===== src/rtl/core/hgcp_pkg.sv =====
package hgcp_pkg;

   localparam logic [7:0] CHAR_NUL    = 8'h00;
   localparam logic [7:0] CHAR_LF     = 8'h0a;
   localparam logic [7:0] CHAR_CR     = 8'h0d;
   localparam logic [7:0] CHAR_SPACE  = 8'h20;
   localparam logic [7:0] CHAR_EQUALS = 8'h3d;

   localparam logic [7:0] CHAR_G = 8'h47;
   localparam logic [7:0] CHAR_E = 8'h45;
   localparam logic [7:0] CHAR_T = 8'h54;

   localparam int WIN_LEN    = 9;
   localparam int URI_LEN    = 9;
   localparam int KW_FW_LEN  = 6;
   localparam int KW_BW_LEN  = 6;
   localparam int KW_RT_LEN  = 9;
   localparam int KW_LF_LEN  = 8;

   localparam logic [8*URI_LEN-1:0]   KW_URI = "/?command";
   localparam logic [8*KW_FW_LEN-1:0] KW_FW  = "FW_CMD";
   localparam logic [8*KW_BW_LEN-1:0] KW_BW  = "BW_CMD";
   localparam logic [8*KW_RT_LEN-1:0] KW_RT  = 72'h52_49_47_48_54_5f_43_4d_44;
   localparam logic [8*KW_LF_LEN-1:0] KW_LF  = 64'h4c_45_46_54_5f_43_4d_44;

   localparam logic [2:0] CMD_NONE     = 3'd0;
   localparam logic [2:0] CMD_FORWARD  = 3'd1;
   localparam logic [2:0] CMD_BACKWARD = 3'd2;
   localparam logic [2:0] CMD_RIGHT    = 3'd3;
   localparam logic [2:0] CMD_LEFT     = 3'd4;

   localparam logic [2:0] GET_MATCHED  = 3'd3;
   localparam logic [2:0] GET_MISMATCH = 3'd4;

   typedef struct packed {
      logic       header_end;
      logic       request_matched;
      logic [2:0] command;
   } result_type;

endpackage


===== src/rtl/core/hgcp_line_parser.sv =====
module hgcp_line_parser (
   input  logic                   clock,
   input  logic                   reset,
   input  logic                   enable,
   input  logic [7:0]             data_byte,
   output logic                   emit,
   output hgcp_pkg::result_type   result
);

   typedef struct packed {
      logic [1:0]                         line_length;
      logic                               last_was_cr;
      logic [1:0]                         token_number;
      logic                               inside_token;
      logic [2:0]                         first_token_progress;
      logic [8*hgcp_pkg::WIN_LEN-1:0]     char_window;
      logic                               uri_found;
      logic                               equals_seen;
      logic [3:0]                         chars_after_equals;
      logic [3:0]                         keyword_flags;
      logic [2:0]                         current_command;
   } line_state_type;

   line_state_type                   state_ff;
   line_state_type                   state_in;
   logic [1:0]                       token_next;
   logic [8*hgcp_pkg::WIN_LEN-1:0]   window_base;
   logic [8*hgcp_pkg::WIN_LEN-1:0]   window_next;
   logic [3:0]                       count_next;
   logic                             matched;
   logic [2:0]                       command_next;

   always_comb begin
      token_next = state_ff.token_number;
      if (!state_ff.inside_token && state_ff.token_number != 2'd3) begin
         token_next = state_ff.token_number + 2'd1;
      end
      window_base = (!state_ff.inside_token && token_next == 2'd2) ? '0 : state_ff.char_window;
      window_next = {window_base[8*hgcp_pkg::WIN_LEN-9:0], data_byte};
      count_next  = (state_ff.chars_after_equals == 4'd15) ? 4'd15
                                                          : state_ff.chars_after_equals + 4'd1;
      matched = state_ff.line_length != 2'd1 && state_ff.token_number >= 2'd2
                && state_ff.first_token_progress == hgcp_pkg::GET_MATCHED
                && state_ff.uri_found && state_ff.equals_seen;
      command_next = state_ff.current_command;
      if (matched) begin
         priority if (state_ff.keyword_flags[3]) begin
            command_next = hgcp_pkg::CMD_LEFT;
         end else if (state_ff.keyword_flags[2]) begin
            command_next = hgcp_pkg::CMD_RIGHT;
         end else if (state_ff.keyword_flags[1]) begin
            command_next = hgcp_pkg::CMD_BACKWARD;
         end else if (state_ff.keyword_flags[0]) begin
            command_next = hgcp_pkg::CMD_FORWARD;
         end
      end
   end

   always_comb begin
      state_in = state_ff;
      emit     = 1'b0;
      result.header_end      = state_ff.line_length == 2'd1;
      result.request_matched = matched;
      result.command         = command_next;
      if (enable && data_byte != hgcp_pkg::CHAR_NUL) begin
         if (data_byte == hgcp_pkg::CHAR_LF) begin
            if (state_ff.last_was_cr) begin
               emit     = 1'b1;
               state_in = '0;
               state_in.current_command = command_next;
            end
         end else begin
            if (state_ff.line_length != 2'd2) begin
               state_in.line_length = state_ff.line_length + 2'd1;
            end
            state_in.last_was_cr = data_byte == hgcp_pkg::CHAR_CR;
            if (data_byte == hgcp_pkg::CHAR_SPACE) begin
               state_in.inside_token = 1'b0;
            end else begin
               state_in.inside_token = 1'b1;
               state_in.token_number = token_next;
               if (token_next == 2'd1) begin
                  priority if (state_ff.first_token_progress == 3'd0
                               && data_byte == hgcp_pkg::CHAR_G) begin
                     state_in.first_token_progress = 3'd1;
                  end else if (state_ff.first_token_progress == 3'd1
                               && data_byte == hgcp_pkg::CHAR_E) begin
                     state_in.first_token_progress = 3'd2;
                  end else if (state_ff.first_token_progress == 3'd2
                               && data_byte == hgcp_pkg::CHAR_T) begin
                     state_in.first_token_progress = hgcp_pkg::GET_MATCHED;
                  end else begin
                     state_in.first_token_progress = hgcp_pkg::GET_MISMATCH;
                  end
               end else if (token_next == 2'd2) begin
                  state_in.char_window = window_next;
                  if (window_next[8*hgcp_pkg::URI_LEN-1:0] == hgcp_pkg::KW_URI) begin
                     state_in.uri_found = 1'b1;
                  end
                  if (state_ff.equals_seen) begin
                     state_in.chars_after_equals = count_next;
                     if (count_next >= 4'(hgcp_pkg::KW_FW_LEN)
                         && window_next[8*hgcp_pkg::KW_FW_LEN-1:0] == hgcp_pkg::KW_FW) begin
                        state_in.keyword_flags[0] = 1'b1;
                     end
                     if (count_next >= 4'(hgcp_pkg::KW_BW_LEN)
                         && window_next[8*hgcp_pkg::KW_BW_LEN-1:0] == hgcp_pkg::KW_BW) begin
                        state_in.keyword_flags[1] = 1'b1;
                     end
                     if (count_next >= 4'(hgcp_pkg::KW_RT_LEN)
                         && window_next[8*hgcp_pkg::KW_RT_LEN-1:0] == hgcp_pkg::KW_RT) begin
                        state_in.keyword_flags[2] = 1'b1;
                     end
                     if (count_next >= 4'(hgcp_pkg::KW_LF_LEN)
                         && window_next[8*hgcp_pkg::KW_LF_LEN-1:0] == hgcp_pkg::KW_LF) begin
                        state_in.keyword_flags[3] = 1'b1;
                     end
                  end else if (data_byte == hgcp_pkg::CHAR_EQUALS) begin
                     state_in.equals_seen = 1'b1;
                  end
               end
            end
         end
      end
   end

   always_ff @(posedge clock) begin
      if (reset) begin
         state_ff <= '0;
      end else begin
         state_ff <= state_in;
      end
   end

   assert property (@(posedge clock) disable iff (reset)
      emit |-> !(result.header_end && result.request_matched))
      else $error("header end and request match in one item");

   assert property (@(posedge clock) disable iff (reset)
      emit |-> data_byte == hgcp_pkg::CHAR_LF && state_ff.last_was_cr)
      else $error("result without CR LF");

   assert property (@(posedge clock) disable iff (reset)
      state_ff.current_command <= hgcp_pkg::CMD_LEFT)
      else $error("stored command out of range");

   assert property (@(posedge clock) disable iff (reset)
      (state_ff.token_number < 2'd2) |-> state_ff.char_window == '0 || state_ff.token_number == 2'd0
      || !state_ff.uri_found)
      else $error("second token state set before second token");

endmodule


===== src/rtl/core/http_get_command_line_parser.sv =====
// Takes one byte of HTTP request header per cycle on req_ while the result register does
// not stall, and returns one item on rsp_ for every line closed by CR LF: rsp_tlast marks
// the lone CR line that ends the header, and rsp_tdata carries the GET match flag and the
// stored command. Zero bytes and LF bytes not preceded by CR are consumed without a result.
// The line state update lies between the input register and the result register; a result
// is registered when its LF leaves the input register and the result register is free.
// req_tready follows rsp_tready combinationally when both registers are full.
module http_get_command_line_parser (
   input  logic       clock,
   input  logic       reset,
   input  logic       req_tvalid,
   output logic       req_tready,
   input  logic [7:0] req_tdata,   // [7:0] data_byte
   output logic       rsp_tvalid,
   input  logic       rsp_tready,
   output logic [7:0] rsp_tdata,   // [0] request_matched, [3:1] command, [7:4] zero
   output logic       rsp_tlast    // header_end
);

   logic                  in_valid_ff;
   logic [7:0]            in_byte_ff;
   logic                  out_valid_ff;
   hgcp_pkg::result_type  out_result_ff;
   logic                  advance;
   logic                  emit;
   hgcp_pkg::result_type  result;

   assign advance    = in_valid_ff && (!out_valid_ff || rsp_tready);
   assign req_tready = !in_valid_ff || advance;

   hgcp_line_parser parser (
      .clock     (clock),
      .reset     (reset),
      .enable    (advance),
      .data_byte (in_byte_ff),
      .emit      (emit),
      .result    (result)
   );

   always_ff @(posedge clock) begin
      if (reset) begin
         in_valid_ff  <= 1'b0;
         out_valid_ff <= 1'b0;
      end else begin
         if (req_tready) begin
            in_valid_ff <= req_tvalid;
         end
         if (advance && emit) begin
            out_valid_ff <= 1'b1;
         end else if (rsp_tready) begin
            out_valid_ff <= 1'b0;
         end
      end
   end

   always_ff @(posedge clock) begin
      if (req_tready && req_tvalid) begin
         in_byte_ff <= req_tdata;
      end
      if (advance && emit) begin
         out_result_ff <= result;
      end
   end

   assign rsp_tvalid = out_valid_ff;
   assign rsp_tlast  = out_result_ff.header_end;
   assign rsp_tdata  = {4'd0, out_result_ff.command, out_result_ff.request_matched};

endmodule

===== config.mk =====
export PLATFORM = sky130hd
export DESIGN_NAME = http_get_command_line_parser
export DESIGN_NICKNAME = d
export VERILOG_FILES = /design/src/rtl/core/hgcp_pkg.sv /design/src/rtl/core/hgcp_line_parser.sv /design/src/rtl/core/http_get_command_line_parser.sv
export SDC_FILE = /design/constraint.sdc
export NUM_CORES = 1
export LEC_CHECK = 0
export BUFFER_PORTS_ARGS = -buffer_cell sky130_fd_sc_hd__buf_2
export CORE_UTILIZATION = 40
export CTS_BUF_LIST = sky130_fd_sc_hd__clkbuf_8
export DETAILED_ROUTE_END_ITERATION = 7
export GPL_TIMING_DRIVEN = 0
export PLACE_DENSITY = 0.56
export REMOVE_ABC_BUFFERS = 1
export SKIP_CTS_REPAIR_TIMING = 1
export SYNTH_ARGS = -nofsm -noshare
export SYNTH_HDL_FRONTEND = slang
export SYNTH_SLANG_ARGS = --single-unit

===== constraint.sdc =====
create_clock -name clock -period 4.5 [get_ports clock]
set_clock_uncertainty 0.05 [all_clocks]
set_input_delay 0.675 -clock clock [delete_from_list [all_inputs] [get_ports clock]]
set_output_delay 0.675 -clock clock [all_outputs]
set_load 0.05 [all_outputs]

==> flow_metrics.py, run 1 <==
metrics = {
    "routing": {
        "postRouteAntennaNets": 0,
        "drtIter0Drc": 221,
        "vias_per_cell": 5.64,
        "firstDrtPassIters": 5,
        "routedWlPerCell_um": 15.9,
        "vias": 3818,
        "drc": 0,
        "detail_route.wirelength_mm": 10.8,
    },
    "cells_and_area": {
        "antenna_cells": 0,
        "area_growth_pct": 8.75,
        "n_fill_cell": 1058,
        "utilization_pct": 44.9,
        "drive_gt1_share_pct": 9.12,
        "num-nets-final": 549,
    },
    "place": {
        "place.port_buffers": 18,
        "place_ws_ns": 0.992,
        "gp_congestion": 0.802,
        "place_hpwl_mm": 7.23,
    },
    "die": {
        "dieWidth_um": 108,
        "io_pins": 23,
        "fp.coreArea_um2": 10900,
        "die_y_um": 108,
        "start_util_pct": 41.3,
        "rows": 38,
        "dieArea_um2": 11700,
    },
    "worst_setup_path": {
        "cp_data_arrival_time_ns": 3.76,
        "required_ns": 4.76,
        "end_kind": "register",
        "reg2reg_depth": 6,
        "path_max_fanout": 41,
        "r2r_start": "in_byte_ff[4]$_DFFE_PP_",
        "worstSetupPathType": "register to register",
        "cp-start-kind": "register",
        "critical_path.endpoint": "parser.state_ff[43]$_SDFFE_PP0P_",
        "rrSetupSlack_ns": 1.0,
        "startpoint": "in_byte_ff[4]$_DFFE_PP_",
        "r2r-end": "parser.state_ff[43]$_SDFFE_PP0P_",
    },
    "clock_tree": {
        "tritoncts": "done",
        "cts_num_sinks": 101,
        "htreeDepth": 3,
        "clk_latency_ns": 0.38,
        "clk_path_buf_depth": 2,
        "numCtsBuffers": 9,
        "cts_root_buf": "clkbuf_8",
        "clk_pin_slew_ns": 0.10,
    },
    "timing": {
        "clock.fmax_mhz": 285,
        "setup_slack_ns": 0.996,
        "slew_headroom_pct": 23.9,
        "rsz0062_at_grt": "no",
        "finalHoldViolCount": 0,
        "fin_crit_sh_pct": 77.9,
        "period_needed_ns": 3.50,
        "setup_viol": 0,
        "tightest_slew_ns": 1.14,
        "finalMaxSlewViolations": 0,
    },
    "pwr": {
        "p_int_mw": 1.22,
        "p_switching_mw": 0.395,
        "p_clk_share_pct": 37.2,
        "power_density_nw_per_um2": 331,
        "sw_frac_of_total_pct": 24.4,
        "combPwrFrac_pct": 4.6,
        "power.leakage_nw": 1.52,
        "ir_drop_v": 0.000227,
        "p_total_mw": 1.62,
        "power_frac_seq_pct": 58.2,
    },
    "hold_path": {
        "hold_path_class": "input port to register",
    },
    "global_route": {
        "grt_use_total_pct": 20.1,
        "grt_overflow": 0,
        "antenna_found_initial": 0,
        "grt_max_degree": 84,
        "grt_pass1_wl_mm": 18.2,
        "grt_pass1_vias": 3549,
    },
    "yosys": {
        "synth_edf_count": 13,
        "yosys_register_bits": 101,
        "synthDistinctLibCells": 54,
        "netlist_area_um2": 4490,
        "avgSynthCellArea_um2": 8.44,
        "synth_ff_type": "dfxtp_1",
        "postSynthCellCount": 532,
        "async_reset_ff_share_pct": 0,
        "ys_warn_count": 0,
        "yosysSeqAreaShare_pct": 47.9,
    },
    "outcome": {
        "status": "finished clean",
    },
    "flow_run": {
        "drv_cap": 0,
    },
}
==> per-stage QoR <==
step	TNS, ns	area (um^2)	cells	hold slack, ns
2_1_floorplan	-24.67	4330	500	0.375
3_3_place_gp	-168.07	4600	658	0.392
3_5_place_dp	0	4680	661	0.403
4_1_cts	0	4880	677	0.396
5_1_grt	0	4880	677	0.392
6_report	0	4880	677	0.411
==> cells in the final DEF, fill, tap and decap left out, types with 4 or more instances in the layout <==
cell type,n
or4_1,5
o21ai_0,7
edfxtp_1,13
mux2i_1,5
inv_1,9
clkbuf_8,10
or3_1,4
conb_1,4
dfxtp_1,88
nand2_1,90
nor4b_1,6
a21oi_1,78
ha_1,5
a22o_1,4
nand3_1,67
nor2_1,25
nand4_1,5
buf_2,17
nand4b_1,8
nor4_1,12
nor3_1,11
==> kinds of logic (layout without fill, tap and decap cells) <==
kind of cell	Yosys count	in the layout	share of synthesized area, %
compound gates	113	113	14.6
fa+ha+maj	5	5	1.39
buf+inv	44	46	4.60
flops	101	101	47.9
mux	6	6	1.36
other cells	1	4	0.0835
simple gates	262	262	30.0
==> power by group through the flow <==
stage | Clock [mW] | Sequential, mW | Combinational, mW
6_report | 0.602 | 0.940 | 0.0747
5_1_grt | 0.656 | 0.943 | 0.0826
4_1_cts | 0.621 | 0.940 | 0.0749
3_5_place_dp | 0 | 0.961 | 0.0748
3_3_place_gp | 0 | 0.960 | 0.0703
2_1_floorplan | 0 | 0.955 | 0.0446
==> cells in the mapped netlist, types with 2 or more instances <==
library cell,instances,area [um^2]
clkbuf_1,21,78.8
a311oi_1,3,26.3
dfxtp_1,88,1760
buf_4,10,75.1
or3_1,4,25.0
nand2_1,90,338
inv_1,9,33.8
or4_1,5,37.5
nor3_1,11,55.1
a21o_1,3,22.5
nor2_1,25,93.8
buf_2,3,15.0
o21ai_0,8,40.0
ha_1,5,62.6
or4b_1,3,30.0
nand4b_1,8,70.1
o21a_1,2,15.0
nor2b_1,4,25.0
a31oi_1,2,12.5
and2_1,3,18.8
a21oi_1,78,390
nand3b_1,3,22.5
nor3_2,2,20.0
nand4_1,5,31.3
nor4b_1,6,52.6
or4bb_1,2,22.5
edfxtp_1,13,390
nor4bb_1,3,30.0
nand2b_1,2,12.5
mux2i_1,5,50.1
nand3_1,67,335
nor4_1,12,75.1
a211oi_1,2,15.0
and4_1,2,17.5
a22o_1,4,35.0
==> flip-flops by register name (all words and copies together) (netlist names) <==
register / count
in_byte_ff: 8
in_valid_ff: 1
parser.state_ff: 86
rsp_tdata: 4
rsp_tlast: 1
rsp_tvalid: 1
==> metal layers <==
metal	track usage (%)	share of wire (%)	vias up
met5	0	0	-
met1	27.7	49	1804
met3	3.92	3.8	18
met2	30.8	46	84
li1	-	-	1912
met4	8.41	2.0	0
==> worst max-delay path: stages (launching register included) <==
cell and delay [ns]:
edfxtp_1 0.55, or4_1 0.70, nor3_2 0.94, o21a_2 0.64, buf_12 0.28, nand3_1 0.10
a21oi_1 0.14
==> layout make-up <==
| cell class | count | area [um^2] | share of cell area [%] |
|---|---|---|---|
| clock buffer | 10 | 138 | 2.82 |
| clock inverter | 6 | 68.8 | 1.41 |
| inverter | 9 | 33.8 | 0.692 |
| multi-input combinational | 390 | 2160 | 44.3 |
| sequential | 101 | 2150 | 44.1 |
| tap | 140 | 175 | 3.59 |
| timing repair buffer | 21 | 153 | 3.12 |
==> how the worst min path moves through the flow <==
stage | start | endpoint | slack (ns) | cells past startpoint
2_1_floorplan | parser.state_ff[12]$_SDFFE_PP0P_ | parser.state_ff[12]$_SDFFE_PP0P_ | 0.37 | 2
3_3_place_gp | parser.state_ff[70]$_SDFFE_PP0P_ | parser.state_ff[70]$_SDFFE_PP0P_ | 0.39 | 2
3_5_place_dp | parser.state_ff[76]$_SDFFE_PP0P_ | parser.state_ff[76]$_SDFFE_PP0P_ | 0.40 | 2
4_1_cts | req_tdata[4] | in_byte_ff[4]$_DFFE_PP_ | 0.40 | 1
5_1_grt | req_tdata[6] | in_byte_ff[6]$_DFFE_PP_ | 0.39 | 1
6_report | req_tdata[6] | in_byte_ff[6]$_DFFE_PP_ | 0.41 | 1
Note: power is estimated with default switching activity, not from simulation.
==> run 2, diff against run 1 <==
PLACE_DENSITY = 0.58   (was 0.56)
clock period = 3.1 ns   (was 4.5 ns; I/O delays follow)
==> run 2 against run 1 <==
Die area unchanged; setup slack got worse by 0.71 ns; worst hold slack got worse by 0.19 ns; critical endpoint is now parser.state_ff[5]$_SDFFE_PP0P_.
==> flow_metrics.py, run 2 (synthesized netlist as in run 1, its figures left out) <==
metrics = {
    "routing": {
        "drtIter0Drc": 255,
        "vias_per_cell": 5.63,
        "firstDrtPassIters": 4,
        "routedWlPerCell_um": 15.8,
        "postRouteAntennaNets": 0,
        "detail_route.wirelength_mm": 10.8,
        "vias": 3840,
        "drc": 0,
    },
    "die": {
        "io_pins": 23,
        "die_y_um": 108,
        "dieWidth_um": 108,
        "rows": 38,
        "start_util_pct": 41.3,
        "fp.coreArea_um2": 10900,
        "dieArea_um2": 11700,
    },
    "timing": {
        "clock.fmax_mhz": 355,
        "finalHoldViolCount": 0,
        "setup_viol": 0,
        "finalMaxSlewViolations": 0,
        "fin_crit_sh_pct": 90.8,
        "rsz0062_at_grt": "no",
        "tightest_slew_ns": 0.886,
        "period_needed_ns": 2.81,
        "slew_headroom_pct": 40.9,
    },
    "place": {
        "dpl.cell_count": 662,
        "place_hpwl_mm": 7.13,
        "gp_congestion": 0.786,
        "postPlaceCellArea_um2": 4710,
        "place.port_buffers": 18,
    },
    "worst_setup_path": {
        "end_kind": "register",
        "reg2reg_depth": 6,
        "cp_data_arrival_time_ns": 3.06,
        "path_max_fanout": 8,
        "worstSetupPathType": "register to register",
        "cp-start-kind": "register",
        "required_ns": 3.34,
    },
    "clock_tree": {
        "tritoncts": "done",
        "numCtsBuffers": 9,
        "clk_pin_slew_ns": 0.09,
        "clk_latency_ns": 0.36,
        "htreeDepth": 3,
        "cts_num_sinks": 101,
        "cts_root_buf": "clkbuf_8",
        "clk_path_buf_depth": 2,
    },
    "hold_path": {
        "hold_path_class": "input port to register",
        "min_path_cells": 1,
    },
    "global_route": {
        "grt_pass1_vias": 3574,
        "grt_use_total_pct": 19.4,
        "grt_pass1_wl_mm": 17.7,
        "antenna_found_initial": 0,
        "grt_max_degree": 84,
        "grt_overflow": 0,
    },
    "cells_and_area": {
        "area_growth_pct": 10.7,
        "largest_register_ff_count": 86,
        "antenna_cells": 0,
        "num-nets-final": 554,
        "top_register": "parser.state_ff",
        "utilization_pct": 45.7,
        "finalNonFillerCells": 682,
        "final_cell_mix": "nand2_1, dfxtp_1, a21oi_1",
        "final_common_cell": "nand2_1",
        "design_area_um2": 4970,
        "drive_gt1_share_pct": 9.78,
    },
    "pwr": {
        "p_int_mw": 1.82,
        "combPwrFrac_pct": 4.7,
        "power.leakage_nw": 1.57,
        "p_clk_share_pct": 37.6,
        "p_switching_mw": 0.541,
        "p_total_mw": 2.37,
        "power_frac_seq_pct": 57.7,
        "power_density_nw_per_um2": 476,
        "sw_frac_of_total_pct": 22.9,
        "ir_drop_v": 0.000243,
    },
    "flow_run": {
        "drv_cap": 0,
    },
    "outcome": {
        "status": "finished clean",
    },
}
-- run 2: cell count changes in the layout (fill, tap and decap cells not counted), moves of 2 or more --
cell / delta
buf_4: +3
buf_16: +2
clkinv_1: +2
inv_6: -2
-- run 2: cell type report --
| type | instances | area (um^2) |
|---|---|---|
| sequential | 101 | 2150 |
| fill | 1066 | 5920 |
| timing repair buffer | 25 | 210 |
| clock buffer | 9 | 124 |
| clock inverter | 7 | 90.1 |
| inverter | 9 | 33.8 |
| multi-input combinational | 391 | 2190 |
| tap | 140 | 175 |
-- run 2: power by group through the flow --
| stage | sequential, mW | combinational [mW] | clock, mW |
|---|---|---|---|
| 4_1_cts | 1.36 | 0.109 | 0.914 |
| 3_5_place_dp | 1.39 | 0.108 | 0 |
| 5_1_grt | 1.37 | 0.123 | 0.979 |
| 3_3_place_gp | 1.39 | 0.101 | 0 |
| 2_1_floorplan | 1.39 | 0.0647 | 0 |
| 6_report | 1.37 | 0.112 | 0.889 |
-- run 2: through the flow --
stage	TNS, ns	setup WS (ns)	hold slack [ns]
detailed placement	-19.91	-0.372	0.401
floorplan	-116.52	-1.87	0.375
global route	0	0.0267	0.199
global placement	-254.83	-3.92	0.392
CTS	-20.16	-0.372	0.207
finish	0	0.285	0.225
-- run 2: final timing paths --
check / startpoint / endpoint / slack, ns
max: in_byte_ff[4]$_DFFE_PP_ / parser.state_ff[5]$_SDFFE_PP0P_ / 0.29
min: req_tdata[6] / in_byte_ff[6]$_DFFE_PP_ / 0.22
min reg2reg: parser.state_ff[70]$_SDFFE_PP0P_ / parser.state_ff[70]$_SDFFE_PP0P_ / 0.41
max reg2reg: in_byte_ff[4]$_DFFE_PP_ / parser.state_ff[5]$_SDFFE_PP0P_ / 0.29
-- run 2: routing by layer --
metal  up-vias  track usage [%]  wire length [um]
met2        71             30.4              4950
met4         0             6.07               149
met1      1834             26.8              5280
li1       1922                -                 -
met3        13             3.56               387
met5         -                0                 0
-- run 2: worst max-delay path, cell delays in order, from the launching register on --
cell      delay [ns]
edfxtp_1        0.55
or4b_1          0.56
nor4_1          0.29
nand3_1         0.22
or4b_1          0.57
or3_1           0.37
a21oi_1         0.15
